--- src/i2p_pkg.sv ---
// shared types, character codes and helper functions of the infix to postfix converter
`timescale 1ns / 1ps

package i2p_pkg;

  localparam int DEF_STACK_DEPTH = 32;

  localparam logic [7:0] CH_PLUS  = 8'h2B;
  localparam logic [7:0] CH_MINUS = 8'h2D;
  localparam logic [7:0] CH_STAR  = 8'h2A;
  localparam logic [7:0] CH_SLASH = 8'h2F;
  localparam logic [7:0] CH_PCT   = 8'h25;
  localparam logic [7:0] CH_CARET = 8'h5E;
  localparam logic [7:0] CH_LPAR  = 8'h28;
  localparam logic [7:0] CH_RPAR  = 8'h29;
  localparam logic [7:0] CH_SPACE = 8'h20;
  localparam logic [7:0] CH_TAB   = 8'h09;

  typedef enum logic [1:0] {
    ERR_NONE  = 2'd0,
    ERR_CLOSE = 2'd1,
    ERR_OPEN  = 2'd2,
    ERR_OVF   = 2'd3
  } err_t;

  typedef enum logic [2:0] {
    S_IDLE,
    S_RD,
    S_CHK,
    S_PUSH,
    S_FIN
  } state_t;

  typedef enum logic [1:0] {
    MODE_CLOSE,
    MODE_OP,
    MODE_FLUSH
  } mode_t;

  typedef struct packed {
    logic [7:0] char_in;
    logic       expr_end;
  } infix_t;

  typedef struct packed {
    logic [7:0] char_out;
    logic       has_char;
    logic       run_last;
    logic       expr_done;
    err_t       error_code;
  } postfix_t;

  function automatic logic [1:0] prec_of(input logic [7:0] c);
    logic [1:0] p;
    p = 2'd0;
    if (c == CH_PLUS || c == CH_MINUS) p = 2'd1;
    else if (c == CH_STAR || c == CH_SLASH || c == CH_PCT) p = 2'd2;
    else if (c == CH_CARET) p = 2'd3;
    return p;
  endfunction

  function automatic logic is_alnum(input logic [7:0] c);
    return (c >= 8'h30 && c <= 8'h39) || (c >= 8'h41 && c <= 8'h5A) ||
           (c >= 8'h61 && c <= 8'h7A);
  endfunction

endpackage

--- src/infix_to_postfix_converter.sv ---
// top level of the infix to postfix converter
`timescale 1ns / 1ps

// Converts an infix expression, one ASCII character per item on the infix
// channel, into postfix characters on the postfix channel (shunting yard).
// Mark the final character with expr_end; its last result item carries
// expr_done and the error code, and is an empty item (has_char = 0) when
// nothing else is produced. run_last marks the last result of each item.
// Steps of an item: accept, any looks at the stack top (a read, then a compare,
// since the stack memory has a registered read port), a push where needed,
// and a final step. An operator or close paren looks once per popped entry,
// plus once more unless the stack runs empty; the final flush looks once per
// popped operator and once at an open paren that stops it. One item is worked
// on at a time; infix_stall is high while it is in progress. A popped
// character or a letter is held back as pending so that run_last can be set;
// it enters the output register at the next pop or at the final step. A
// stalled postfix channel holds its item; the sequencer waits for the output
// register to free and then continues, and the next infix item can be taken
// while the final result still waits there.
// Reset empties the stack and clears the error state; stack contents need
// no clearing pass.
module infix_to_postfix_converter #(
  parameter int STACK_DEPTH = i2p_pkg::DEF_STACK_DEPTH
) (
  input  logic              clk,
  input  logic              rst,
  input  logic              infix_valid,
  output logic              infix_stall,
  input  i2p_pkg::infix_t   infix_item,
  output logic              postfix_valid,
  input  logic              postfix_stall,
  output i2p_pkg::postfix_t postfix_item
);

  import i2p_pkg::*;

  localparam int AW = $clog2(STACK_DEPTH);

  logic          mem_wr_en;
  logic [AW-1:0] mem_wr_addr;
  logic [7:0]    mem_wr_data;
  logic          mem_rd_en;
  logic [AW-1:0] mem_rd_addr;
  logic [7:0]    mem_rd_data;
  logic          out_free;
  logic          res_load;
  postfix_t      res_item;

  i2p_ctrl #(
    .STACK_DEPTH(STACK_DEPTH)
  ) u_ctrl (
    .clk        (clk),
    .rst        (rst),
    .in_valid   (infix_valid),
    .in_stall   (infix_stall),
    .in_item    (infix_item),
    .mem_wr_en  (mem_wr_en),
    .mem_wr_addr(mem_wr_addr),
    .mem_wr_data(mem_wr_data),
    .mem_rd_en  (mem_rd_en),
    .mem_rd_addr(mem_rd_addr),
    .mem_rd_data(mem_rd_data),
    .out_free   (out_free),
    .res_load   (res_load),
    .res_item   (res_item)
  );

  i2p_stack_mem #(
    .STACK_DEPTH(STACK_DEPTH)
  ) u_stack (
    .clk    (clk),
    .wr_en  (mem_wr_en),
    .wr_addr(mem_wr_addr),
    .wr_data(mem_wr_data),
    .rd_en  (mem_rd_en),
    .rd_addr(mem_rd_addr),
    .rd_data(mem_rd_data)
  );

  i2p_out_reg u_out (
    .clk      (clk),
    .rst      (rst),
    .load     (res_load),
    .load_item(res_item),
    .free     (out_free),
    .valid    (postfix_valid),
    .stall    (postfix_stall),
    .item     (postfix_item)
  );

endmodule

--- src/i2p_stack_mem.sv ---
// operator stack storage: one write port, one registered read port
`timescale 1ns / 1ps

module i2p_stack_mem #(
  parameter int STACK_DEPTH = 32,
  localparam int AW = $clog2(STACK_DEPTH)
) (
  input  logic          clk,
  input  logic          wr_en,
  input  logic [AW-1:0] wr_addr,
  input  logic [7:0]    wr_data,
  input  logic          rd_en,
  input  logic [AW-1:0] rd_addr,
  output logic [7:0]    rd_data
);

  logic [7:0] mem [STACK_DEPTH];

  always_ff @(posedge clk) begin
    if (wr_en) begin
      mem[wr_addr] <= wr_data;
    end
  end

  always_ff @(posedge clk) begin
    if (rd_en) begin
      rd_data <= mem[rd_addr];
    end
  end

endmodule

--- src/i2p_out_reg.sv ---
// output register of the postfix channel
`timescale 1ns / 1ps

module i2p_out_reg (
  input  logic              clk,
  input  logic              rst,
  input  logic              load,
  input  i2p_pkg::postfix_t load_item,
  output logic              free,
  output logic              valid,
  input  logic              stall,
  output i2p_pkg::postfix_t item
);

  import i2p_pkg::*;

  assign free = !valid || !stall;

  always_ff @(posedge clk) begin
    if (rst) begin
      valid <= 1'b0;
    end else if (free) begin
      valid <= load;
    end
  end

  always_ff @(posedge clk) begin
    if (free && load) begin
      item <= load_item;
    end
  end

endmodule

--- src/i2p_ctrl.sv ---
// sequencer: classifies characters, pops and pushes the stack, builds result items
`timescale 1ns / 1ps

module i2p_ctrl #(
  parameter int STACK_DEPTH = 32,
  localparam int AW = $clog2(STACK_DEPTH),
  localparam int CW = $clog2(STACK_DEPTH + 1)
) (
  input  logic              clk,
  input  logic              rst,
  input  logic              in_valid,
  output logic              in_stall,
  input  i2p_pkg::infix_t   in_item,
  output logic              mem_wr_en,
  output logic [AW-1:0]     mem_wr_addr,
  output logic [7:0]        mem_wr_data,
  output logic              mem_rd_en,
  output logic [AW-1:0]     mem_rd_addr,
  input  logic [7:0]        mem_rd_data,
  input  logic              out_free,
  output logic              res_load,
  output i2p_pkg::postfix_t res_item
);

  import i2p_pkg::*;

  state_t     state, state_next;
  mode_t      mode, mode_next;
  logic [CW-1:0] count, count_next;
  err_t       err, err_next;
  logic [7:0] char_q;
  logic       last_q;
  logic       pend_valid, pend_valid_next;
  logic [7:0] pend_char, pend_char_next;

  logic       accept;
  logic       last_now;
  logic       chk_emit;
  logic       go_flush;
  logic [7:0] top;
  logic [7:0] c;

  assign in_stall = (state != S_IDLE);
  assign accept   = in_valid && !in_stall;
  assign c        = in_item.char_in;
  assign last_now = (state == S_IDLE) ? in_item.expr_end : last_q;
  assign top      = mem_rd_data;

  // top of stack leaves when it outranks or ties, or is anything but the open paren
  always_comb begin
    unique case (mode)
      MODE_OP: chk_emit = prec_of(top) >= prec_of(char_q);
      default: chk_emit = (top != CH_LPAR);
    endcase
  end

  assign go_flush = last_now && (err_next == ERR_NONE) && (count_next != '0);

  // next state
  always_comb begin
    state_next = state;
    mode_next  = mode;
    unique case (state)
      S_IDLE: begin
        if (accept) begin
          if (err != ERR_NONE) begin
            state_next = S_FIN;
          end else if (c == CH_LPAR || (prec_of(c) != 2'd0 && count == '0)) begin
            state_next = S_PUSH;
          end else if (c == CH_RPAR && count != '0) begin
            state_next = S_RD;
            mode_next  = MODE_CLOSE;
          end else if (prec_of(c) != 2'd0) begin
            state_next = S_RD;
            mode_next  = MODE_OP;
          end else if (go_flush) begin
            state_next = S_RD;
            mode_next  = MODE_FLUSH;
          end else begin
            state_next = S_FIN;
          end
        end
      end
      S_RD: state_next = S_CHK;
      S_CHK: begin
        if (out_free) begin
          if (chk_emit) begin
            if (count != CW'(1)) state_next = S_RD;
            else if (mode == MODE_OP) state_next = S_PUSH;
            else state_next = S_FIN;
          end else begin
            unique case (mode)
              MODE_OP: state_next = S_PUSH;
              MODE_CLOSE: begin
                if (go_flush) begin
                  state_next = S_RD;
                  mode_next  = MODE_FLUSH;
                end else begin
                  state_next = S_FIN;
                end
              end
              default: state_next = S_FIN;
            endcase
          end
        end
      end
      S_PUSH: begin
        if (go_flush) begin
          state_next = S_RD;
          mode_next  = MODE_FLUSH;
        end else begin
          state_next = S_FIN;
        end
      end
      S_FIN: begin
        if (out_free) state_next = S_IDLE;
      end
      default: state_next = S_IDLE;
    endcase
  end

  // datapath and outputs
  always_comb begin
    count_next      = count;
    err_next        = err;
    pend_valid_next = pend_valid;
    pend_char_next  = pend_char;
    res_load        = 1'b0;
    res_item        = '0;
    mem_wr_en       = 1'b0;
    mem_wr_addr     = count[AW-1:0];
    mem_wr_data     = char_q;
    mem_rd_en       = (state == S_RD);
    mem_rd_addr     = AW'(count - CW'(1));
    unique case (state)
      S_IDLE: begin
        if (accept && err == ERR_NONE) begin
          if (is_alnum(c)) begin
            pend_valid_next = 1'b1;
            pend_char_next  = c;
          end else if (c == CH_RPAR && count == '0) begin
            err_next = ERR_CLOSE;
          end
        end
      end
      S_CHK: begin
        if (out_free) begin
          if (chk_emit) begin
            // an earlier pending char is now known not to be the last one
            if (pend_valid) begin
              res_load          = 1'b1;
              res_item.char_out = pend_char;
              res_item.has_char = 1'b1;
            end
            pend_valid_next = 1'b1;
            pend_char_next  = top;
            count_next      = count - CW'(1);
            if (count == CW'(1) && mode == MODE_CLOSE) err_next = ERR_CLOSE;
          end else begin
            unique case (mode)
              MODE_CLOSE: count_next = count - CW'(1);
              MODE_FLUSH: err_next = ERR_OPEN;
              default: ;
            endcase
          end
        end
      end
      S_PUSH: begin
        if (count >= CW'(STACK_DEPTH)) begin
          err_next = ERR_OVF;
        end else begin
          mem_wr_en  = 1'b1;
          count_next = count + CW'(1);
        end
      end
      S_FIN: begin
        if (out_free) begin
          res_load            = pend_valid || last_q;
          res_item.char_out   = pend_valid ? pend_char : 8'd0;
          res_item.has_char   = pend_valid;
          res_item.run_last   = 1'b1;
          res_item.expr_done  = last_q;
          res_item.error_code = last_q ? err : ERR_NONE;
          pend_valid_next     = 1'b0;
          if (last_q) begin
            count_next = '0;
            err_next   = ERR_NONE;
          end
        end
      end
      default: ;
    endcase
  end

  always_ff @(posedge clk) begin
    if (rst) begin
      state      <= S_IDLE;
      mode       <= MODE_OP;
      count      <= '0;
      err        <= ERR_NONE;
      pend_valid <= 1'b0;
    end else begin
      state      <= state_next;
      mode       <= mode_next;
      count      <= count_next;
      err        <= err_next;
      pend_valid <= pend_valid_next;
    end
  end

  always_ff @(posedge clk) begin
    pend_char <= pend_char_next;
    if (accept) begin
      char_q <= in_item.char_in;
      last_q <= in_item.expr_end;
    end
  end

  a_count_range: assert property (@(posedge clk) disable iff (rst)
    count <= CW'(STACK_DEPTH))
    else $error("stack count beyond depth");

  a_rd_nonempty: assert property (@(posedge clk) disable iff (rst)
    state == S_RD |-> count != '0)
    else $error("stack read while empty");

  a_idle_no_pend: assert property (@(posedge clk) disable iff (rst)
    state == S_IDLE |-> !pend_valid)
    else $error("pending char left over between items");

  a_end_clears: assert property (@(posedge clk) disable iff (rst)
    (state == S_FIN && out_free && last_q) |=> (count == '0 && err == ERR_NONE))
    else $error("stack or error not cleared at end of expression");

  a_chk_after_rd: assert property (@(posedge clk) disable iff (rst)
    $rose(state == S_CHK) |-> $past(state) == S_RD)
    else $error("stack top used without a read");

endmodule

--- config.mk ---
export PLATFORM = sky130hd
export DESIGN_NAME = infix_to_postfix_converter
export DESIGN_NICKNAME = d
export VERILOG_FILES = /design/src/i2p_pkg.sv /design/src/infix_to_postfix_converter.sv /design/src/i2p_stack_mem.sv /design/src/i2p_out_reg.sv /design/src/i2p_ctrl.sv
export SDC_FILE = /design/constraint.sdc
export NUM_CORES = 1
export LEC_CHECK = 0
export ABC_AREA = 0
export BUFFER_PORTS_ARGS = -buffer_cell sky130_fd_sc_hd__buf_4
export CORE_UTILIZATION = 55
export DETAILED_ROUTE_END_ITERATION = 16
export GPL_TIMING_DRIVEN = 0
export PLACE_DENSITY = 0.79
export SYNTH_ARGS = -nofsm -noshare
export SYNTH_HDL_FRONTEND = slang
export SYNTH_SLANG_ARGS = --single-unit
--- constraint.sdc ---
create_clock -name clk -period 3.65 [get_ports clk]
set_input_delay 0 -clock clk [delete_from_list [all_inputs] [get_ports clk]]
set_output_delay 0 -clock clk [all_outputs]
set_load 0.01 [all_outputs]
==> impl_metrics.tcl, run 1 <==
set metrics [dict create \
    syn_nets 742 \
    place_area_um2 13600 \
    p_sw_frac 0.217 \
    path_class "flip-flop to flip-flop" \
    final_common_cell "edfxtp_1" \
    hp-start "infix_item[0]" \
    crit_path_start_kind "flip-flop" \
    finalSetupViolations 0 \
    grt_max_degree 20 \
    initial_core_util 0.568 \
    drive_gt1_frac 0.285 \
    r2r_slack_ns 0.04 \
    antenna_cells 0 \
    clk_latency_ns 0.56 \
    hold_ws_ns 0.207 \
    final_area_um2 14900 \
    timing.final.crit_share 0.990 \
    r2r-start "u_ctrl.mem_wr_data[7]" \
    ys.flop_type "edfxtp_1" \
    fin_nets 846 \
    core_um2 22900 \
    die_w_um 156 \
    yosys.area.top_type "edfxtp_1" \
    postSynthCellCount 723 \
    antenna_found_initial 2 \
    path_max_fanout 4 \
    finalCriticalPeriod_ns 3.61 \
    clock_path_buffers 3 \
    power_frac_seq 0.559 \
    finalSetupTns_ns 0 \
    finalWorstSetupSlack_ns 0.0371 \
    ys_seq_elements 309 \
    synthTopCellsByArea "edfxtp_1 (68%), mux4_2 (14%), dfxtp_1 (2.3%)" \
    fmax_mhz 277 \
    clkPwrFrac 0.385 \
    grt_pass1_vias 7465 \
    ioPinCount 28 \
    timing.rr.end "u_ctrl.mode[1]" \
    antenna_left 0 \
    layout_common_cells "edfxtp_1 (294), mux4_2 (80), nor2_1 (68), buf_4 (53), clkbuf_16 (29)" \
    preCtsSetupSlack_ns -0.982 \
    viasPerCell 6.46 \
    fp-row-count 55 \
    drt-initial-drc-count 847 \
    ir_drop_mv 0.465 \
    grt_pass1_wl_mm 46.2 \
    skew_ns 0.0268 \
    relSlewSlack 0.153 \
    async_reset_ff_frac 0 \
    p_leak_nw 4.69 \
    p_int_mw 5.54 \
    hold_depth 2 \
    switching_power_mw 1.54 \
    clockRootBuffer "clkbuf_16" \
    netlist_area_um2 13000 \
    reg2regPathDepth 14 \
    hp-class "input pin to flip-flop" \
    p_per_area_nw_per_um2 474 \
    cts_tree "yes" \
    synth_cell_types 69 \
    avgSynthCellArea_um2 18.0 \
    cap_violations 0 \
    dr.pass1.iters 6 \
    arrival_ns 4.07 \
    wl_mm 31.6 \
    cts.clk_slew.worst_paths_ns 0.07 \
    vias 7489 \
    dp_hpwl_mm 19.0 \
    hold_end "u_ctrl.last_q" \
    synth_edf_count 294 \
    htreeDepth 1 \
    cts_made_buffers 29 \
    area_growth_syn_to_layout_pct 14.7 \
    grt_overflow 0 \
    synth_seq_area_share 0.701 \
    synth_top_area_frac 0.678 \
    final_core_util 0.652 \
    fp.dieH_um 156 \
    io_buffers 26 \
    gp_congestion 0.956 \
    grt_util_all_layers 0.266 \
    final_hold_viol_count 0 \
    yosysWarnings 0 \
    endpoint_kind "flip-flop" \
    drc 0 \
    required_ns 4.11 \
    die-area_um2 24300 \
    slew_viol_final 0 \
    worst_slew_pin_slew_ns 1.27 \
    status "completed" \
    clock-sinks 309 \
    rsz0062_at_grt "true" \
    wl_per_cell_um 27.2 \
    power_frac_comb 0.057 \
]
-- cell families after synthesis --
| family | after synthesis | share of synthesized area |
|---|---|---|
| buf+inv | 41 | 0.0130 |
| xor+xnor | 7 | 0.00529 |
| compound gates | 74 | 0.0405 |
| flops | 309 | 0.701 |
| fa+ha+maj | 6 | 0.00577 |
| mux | 99 | 0.155 |
| simple gates | 187 | 0.0798 |
-- power groups by stage --
stage	Clock (mW)	Combinational [mW]	Sequential, mW
global route	2.89	0.421	3.95
CTS	2.73	0.370	3.96
finish	2.72	0.402	3.95
floorplan	0	0.157	4.06
global placement	0	0.242	4.09
detailed placement	0	0.249	4.10
-- synthesized netlist by cell type, types with 2 or more instances --
cell type,count
edfxtp_1,294
inv_1,8
nand4_1,2
nand3_1,8
and2_1,12
ha_1,6
nor4_1,3
o21ai_0,12
xor2_1,3
or3_4,2
o21ai_1,3
o211ai_1,2
clkbuf_1,16
nand2b_1,5
a211oi_1,6
or4_1,2
nor3_1,12
nand3b_1,5
o21a_1,2
a31oi_1,5
a21oi_1,18
nor3b_1,3
nor4b_1,4
nor2_1,69
nor3_2,2
mux2_2,17
xnor2_1,3
buf_1,4
a221oi_1,4
mux4_2,80
buf_2,12
mux2i_1,2
nor4_2,2
a41oi_1,2
nand4b_1,4
and3_1,4
nand2_1,28
a21o_1,2
dfxtp_1,15
nor2b_1,8
o22ai_1,4
-- how the worst max path moves through the flow --
| stage | from | endpoint | slack, ns | cells past startpoint |
|---|---|---|---|---|
| finish | u_ctrl.mem_wr_data[7] | u_ctrl.mode[1] | 0.04 | 14 |
| global route | u_ctrl.mem_wr_data[7] | u_ctrl.mode[1] | -0.11 | 14 |
| CTS | u_ctrl.mem_wr_data[4] | u_ctrl.mode[1] | 0.01 | 13 |
| detailed placement | u_ctrl.mem_wr_data[5] | u_ctrl.state[0] | -0.98 | 13 |
| global placement | u_ctrl.mem_wr_data[5] | u_ctrl.state[0] | -0.78 | 13 |
| floorplan | u_ctrl.mem_wr_data[6] | u_ctrl.mode[1] | 0.02 | 13 |
-- per-stage QoR --
step | cells | total power, mW
5_1_grt | 1160 | 7.26
2_1_floorplan | 723 | 4.21
4_1_cts | 1146 | 7.06
3_5_place_dp | 1062 | 4.35
6_report | 1160 | 7.08
3_3_place_gp | 1062 | 4.33
-- area by class of cell --
class	count	area, µm²
clock buffers	33	741
clock inverters	18	96.3
repair buffers	73	636
inverters	9	33.8
flip-flops and latches	309	9130
fillers	1485	7980
well taps	313	392
plain buffers	32	143
multi-input cells	373	3770
-- what timing repair did --
item	4_1_cts	5_1_grt
endpoints found under the setup margin	53	27
gates resized for setup	7	8
gates cloned	0	0
endpoints found under the hold margin	23	0
setup buffers	22	14
pin swaps	2	6
hold buffers	11	0
-- layer usage --
layer  part of all wire  global-route usage
met5                  0                   0
met4              0.037              0.0929
met3               0.10              0.0558
met2               0.49               0.427
met1               0.38               0.366
-- sequential cells by signal, summed over array words and instances, names as in the netlist --
name,count
u_ctrl.last_q,1
u_ctrl.mode,2
u_ctrl.pend_valid,1
u_out.item,13
u_stack.mem,256
u_ctrl.state,3
u_ctrl.pend_char,8
u_ctrl.count,6
u_ctrl.mem_wr_data,8
u_out.valid,1
u_stack.rd_data,8
u_ctrl.err,2
-- critical path: stages (launching register included) --
cell and delay, ns:
edfxtp_1 0.45, nor4b_4 0.32, buf_4 0.16, and3_1 0.17, o21ai_1 0.10, a21boi_2 0.16, ha_1 0.25, nand2b_4 0.15
a211o_1 0.35, a31oi_4 0.25, nor4_2 0.08, or3_4 0.35, a2111oi_4 0.44, nor3b_1 0.11, o21a_1 0.18
Power figures use the tool's default switching activity.
==> run 2: changes to the inputs <==
- BUFFER_PORTS_ARGS: -buffer_cell sky130_fd_sc_hd__buf_4 -> -buffer_cell sky130_fd_sc_hd__buf_2
==> run 2 against run 1 <==
  * The run now ends with negative setup slack left
  * Cell count is essentially flat
  * Design area is 0.78% higher
  * Worst setup slack worse by 0.057 ns
  * Critical path depth up 2
  * Die area unchanged
  * Fmax is 1.6% lower
  * Global-route usage increased by 0.40 points
  * Via count up 0.92%
  * Critical endpoint is now u_ctrl.state[0]
  * Routed wire length up 1.9%
  * Count of clock-buffer cells in the layout increased by 1
  * Combinational power shrank 2%
==> impl_metrics.tcl, run 2 (synthesis results as in run 1) <==
set metrics [dict create \
    ioPinCount 28 \
    switching_power_mw 1.59 \
    largestRegisters "u_stack.mem: 256 flops, u_out.item: 13 flops" \
    antenna_left 0 \
    grt_pass1_wl_mm 46.9 \
    fin_nets 843 \
    core_um2 22900 \
    clock_path_buffers 3 \
    final_area_um2 15100 \
    p_total_mw 7.53 \
    cts.clk_slew.worst_paths_ns 0.06 \
    path_class "flip-flop to flip-flop" \
    grt_util_all_layers 0.270 \
    cts_made_buffers 30 \
    finalSetupViolations 2 \
    htreeDepth 1 \
    gp_congestion 0.954 \
    place_area_um2 13600 \
    violations "negative setup slack" \
    fp-row-count 55 \
    clockRootBuffer "clkbuf_16" \
    arrival_ns 4.09 \
    p_leak_nw 4.73 \
    power_frac_comb 0.052 \
    ir_drop_mv 0.468 \
    clkPwrFrac 0.422 \
    drt-initial-drc-count 907 \
    timing.final.crit_share 1.01 \
    viasPerCell 6.52 \
    finalSetupTns_ns -0.0218 \
    path_max_fanout 4 \
    hp-class "input pin to flip-flop" \
    final_core_util 0.657 \
    final_hold_viol_count 0 \
    p_per_area_nw_per_um2 500 \
    initial_core_util 0.568 \
    fp.dieH_um 156 \
    dp_hpwl_mm 19.2 \
    relSlewSlack 0.191 \
    required_ns 4.07 \
    worst_slew_pin_slew_ns 1.21 \
    die-area_um2 24300 \
    power_frac_seq 0.525 \
    layout_common_cells "edfxtp_1 (294), mux4_2 (80), nor2_1 (68), buf_2 (38), clkbuf_16 (30)" \
    grt_overflow 0 \
    crit_chain "buf_4 > buf_4 > nand4bb_1 > nor2_1 > a21oi_1 > o22ai_1 > a21oi_1 > ha_1 > a211o_1 > a31oi_4 > buf_6 > mux2i_2 > nand2_1 > a2111oi_4 > o31a_1 > nor4_2" \
    dp_cells 1062 \
    grt_pass1_vias 7528 \
    finalWorstSetupSlack_ns -0.0200 \
    preCtsSetupSlack_ns -1.12 \
    vias 7558 \
    fill_cells 1484 \
    slew_viol_final 0 \
    clock-sinks 309 \
    multi_input_comb_area_um2 3810 \
    wl_mm 32.2 \
    antenna_found_initial 2 \
    drc 0 \
    top_register "u_stack.mem" \
    largest_reg_flops 256 \
    fin_cells 1159 \
    clk_latency_ns 0.58 \
    io_buffers 26 \
    final_common_cell "edfxtp_1" \
    fmax_mhz 272 \
    rsz0062_at_grt "true" \
    dr.pass1.iters 5 \
    finalCriticalPeriod_ns 3.67 \
    cts_tree "yes" \
    hold_ws_ns 0.198 \
    crit_path_start_kind "flip-flop" \
    endpoint_kind "flip-flop" \
    drive_gt1_frac 0.293 \
    seq_area_um2 9130 \
    cap_violations 0 \
    antenna_cells 0 \
    skew_ns 0.0335 \
    p_sw_frac 0.212 \
    status "finished, violations left" \
    grt_max_degree 20 \
    p_int_mw 5.93 \
    critPathSlowestCell "edfxtp_1" \
    wl_per_cell_um 27.8 \
    area_growth_syn_to_layout_pct 15.6 \
    die_w_um 156 \
    max_stage_delay_ns 0.44 \
]
run 2: cell types whose count changed in the layout (fill, tap and decap cells not counted), sizes merged:
cell | before | now
buf | 78 | 74
bufinv | 0 | 5
clkbuf | 49 | 50
clkinv | 15 | 12
clkinvlp | 3 | 4
inv | 9 | 8
run 2: critical path, delay by kind of cell (launching register included):
| kind | cells | cell delay, ns |
|---|---|---|
| compound gates | 7 | 1.71 |
| fa+ha+maj | 1 | 0.29 |
| buf+inv | 3 | 0.44 |
| flops | 1 | 0.44 |
| mux | 1 | 0.22 |
| simple gates | 4 | 0.43 |
run 2: worst paths after layout:
kind | endpoint | cells after the start | slack (ns) | start
max reg2reg | u_ctrl.state[0] | 16 | -0.02 | u_ctrl.mem_wr_data[4]
min reg2reg | u_out.item[10] | 1 | 0.52 | u_ctrl.pend_char[5]
max | u_ctrl.state[0] | 16 | -0.02 | u_ctrl.mem_wr_data[4]
min | u_ctrl.last_q | 2 | 0.20 | infix_item[0]
run 2: power groups by stage:
stage               logic (mW)  registers (mW)  clock network, mW
floorplan                0.157            4.06                  0
global placement         0.234            4.09                  0
detailed placement       0.240            4.10                  0
CTS                      0.361            3.96               3.21
global route             0.413            3.95               3.33
finish                   0.395            3.95               3.18
run 2: final cells by class:
| class | count | area share |
|---|---|---|
| clock inverter | 20 | 0.0162 |
| sequential | 309 | 0.606 |
| timing repair buffer | 69 | 0.0357 |
| inverter | 9 | 0.00224 |
| multi-input combinational | 373 | 0.253 |
| clock buffer | 34 | 0.0509 |
| buffer | 32 | 0.00948 |
| tap | 313 | 0.0260 |
run 2: layer usage:
layer	routed length, µm	up-vias	GRT usage	part of all wire
li1	-	3157	-	-
met1	12200	3862	0.374	0.38
met2	15700	452	0.436	0.49
met3	3300	87	0.0589	0.10
met4	1020	0	0.0798	0.032
met5	0	-	0	0
run 2: timing repair:
item	CTS	global route
endpoints found under the setup margin	53	34
resized for setup	8	15
hold buffers	11	0
buffers inserted	22	10
endpoints found under the hold margin	23	0
pin swaps	3	10
==> run 3: changes to the inputs <==
- CORE_MARGIN: not set -> 2
==> run 3 against run 2 <==
  * The flow now finishes without violations
  * Worst setup slack better by 0.047 ns
  * First-iteration DRC count decreased by 8.5%
  * Cell count stayed put
  * Critical endpoint unchanged
  * Sequential power is essentially flat
  * Clock power is 6% lower
==> impl_metrics.tcl, run 3 (synthesis results as in run 1) <==
set metrics [dict create \
    critPathSlowestCell "edfxtp_1" \
    relSlewSlack 0.177 \
    dr.pass1.iters 5 \
    die_w_um 158 \
    grt_util_all_layers 0.258 \
    clock_path_buffers 3 \
    fmax_mhz 276 \
    grt_overflow 0 \
    largest_reg_flops 256 \
    timing.rr.end "u_ctrl.state[0]" \
    viasPerCell 6.37 \
    gp_congestion 0.960 \
    cts.clk_slew.worst_paths_ns 0.07 \
    path_common_cell "nor4_2" \
    path_max_fanout 4 \
    clock-sinks 309 \
    drc 0 \
    cts_tree "yes" \
    fin_cells 1159 \
    wl_mm 31.2 \
    core_um2 23300 \
    skew_ns 0.0112 \
    required_ns 4.07 \
    r2r-start "u_ctrl.mem_wr_data[6]" \
    hold_ws_ns 0.182 \
    r2r_slack_ns 0.03 \
    drive_gt1_frac 0.279 \
    layout_common_cells "edfxtp_1 (294), mux4_2 (80), nor2_1 (68), buf_2 (38), clkbuf_16 (30)" \
    final_common_cell "edfxtp_1" \
    dp_cells 1068 \
    p_per_area_nw_per_um2 492 \
    clk_latency_ns 0.56 \
    finalCriticalPeriod_ns 3.62 \
    status "completed" \
    place_area_um2 13600 \
    finalSetupTns_ns 0 \
    worstSetupPathDepth 14 \
    area_growth_syn_to_layout_pct 14.6 \
    crit_path_start_kind "flip-flop" \
    grt_pass1_vias 7380 \
    max_stage_delay_ns 0.44 \
    crit_start "u_ctrl.mem_wr_data[6]" \
    initial_core_util 0.558 \
    endpoint_kind "flip-flop" \
    drt-initial-drc-count 830 \
    finalWorstSetupSlack_ns 0.0266 \
    hp-class "input pin to flip-flop" \
    cap_violations 0 \
    crit_path_end "u_ctrl.state[0]" \
    path_delay_family "compound AO/OA/AOI/OAI gates" \
    grt_pass1_wl_mm 46.2 \
    ioPinCount 28 \
    largestRegisters "u_stack.mem: 256 flops, u_out.item: 13 flops" \
    arrival_ns 4.04 \
    vias 7378 \
    preCtsSetupSlack_ns -0.999 \
    rsz0062_at_grt "true" \
    final_core_util 0.640 \
    p_leak_nw 4.66 \
    ir_drop_mv 0.436 \
    reg2regPathDepth 14 \
    grt_max_degree 20 \
    die-area_um2 24900 \
    fp.dieH_um 158 \
    fin_nets 835 \
    crit_chain "nor4b_4 > buf_4 > and3_4 > o21ai_2 > a21boi_2 > ha_1 > nand2b_4 > a211o_1 > a31oi_4 > nor4_2 > or3_4 > a2111oi_4 > o31a_1 > nor4_2" \
    clockRootBuffer "clkbuf_16" \
    antenna_left 0 \
    worst_slew_pin_slew_ns 1.23 \
    timing.final.crit_share 0.993 \
    htreeDepth 1 \
    p_total_mw 7.34 \
    finalSetupViolations 0 \
    io_buffers 26 \
    antenna_found_initial 0 \
    final_hold_viol_count 0 \
    cp.buffers_inverters 1 \
    final_area_um2 14900 \
    path_class "flip-flop to flip-flop" \
    top_register "u_stack.mem" \
    wl_per_cell_um 26.9 \
    cts_made_buffers 30 \
    antenna_cells 0 \
    slew_viol_final 0 \
    dp_hpwl_mm 18.8 \
    fp-row-count 56 \
]
-- run 3: cell count changes in the layout (fill, tap and decap cells not counted), moves of 2 or more --
cell / change
clkinv_1: +3
buf_6: -3
clkbuf_1: +2
buf_8: +2
buf_4: -7
bufinv_16: -2
-- run 3: worst min path at each step --
stage	startpoint	to	slack, ns	cells past startpoint
2_1_floorplan	infix_item[0]	u_ctrl.last_q	0.1	0
3_3_place_gp	infix_item[0]	u_ctrl.last_q	0.20	1
3_5_place_dp	infix_item[0]	u_ctrl.last_q	0.20	1
4_1_cts	infix_item[0]	u_ctrl.last_q	0.17	2
5_1_grt	infix_item[0]	u_ctrl.last_q	0.18	2
6_report	infix_item[0]	u_ctrl.last_q	0.18	2
-- run 3: area by class of cell --
cell class	instances	area (µm²)
Buffer	32	143
Tap cell	319	399
Clock buffer	36	773
Clock inverter	20	190
Fill cell	1540	8410
Timing Repair Buffer	61	480
Sequential cell	309	9130
Inverter	9	33.8
Multi-Input combinational cell	373	3780
-- run 3: timing repair --
item	4_1_cts	5_1_grt
endpoints found under the setup margin	53	34
hold buffers	11	0
pin swaps	0	9
setup buffers	20	4
gates resized for setup	6	11
hold endpoints to repair	23	0
-- run 3: layer usage --
metal	up-vias	global-route usage	routed length (µm)
met2	388	0.428	15500
li1	3138	-	-
met5	-	0	0
met4	0	0.0649	765
met1	3791	0.359	11900
met3	61	0.0471	3030
-- run 3: where the power goes --
part | internal, mW | switching (mW) | leakage, nW
Sequential | 3.93 | 0.0231 | 2.78
Clock | 1.72 | 1.28 | 0.455
Combinational | 0.137 | 0.239 | 1.43
Total | 5.79 | 1.54 | 4.66
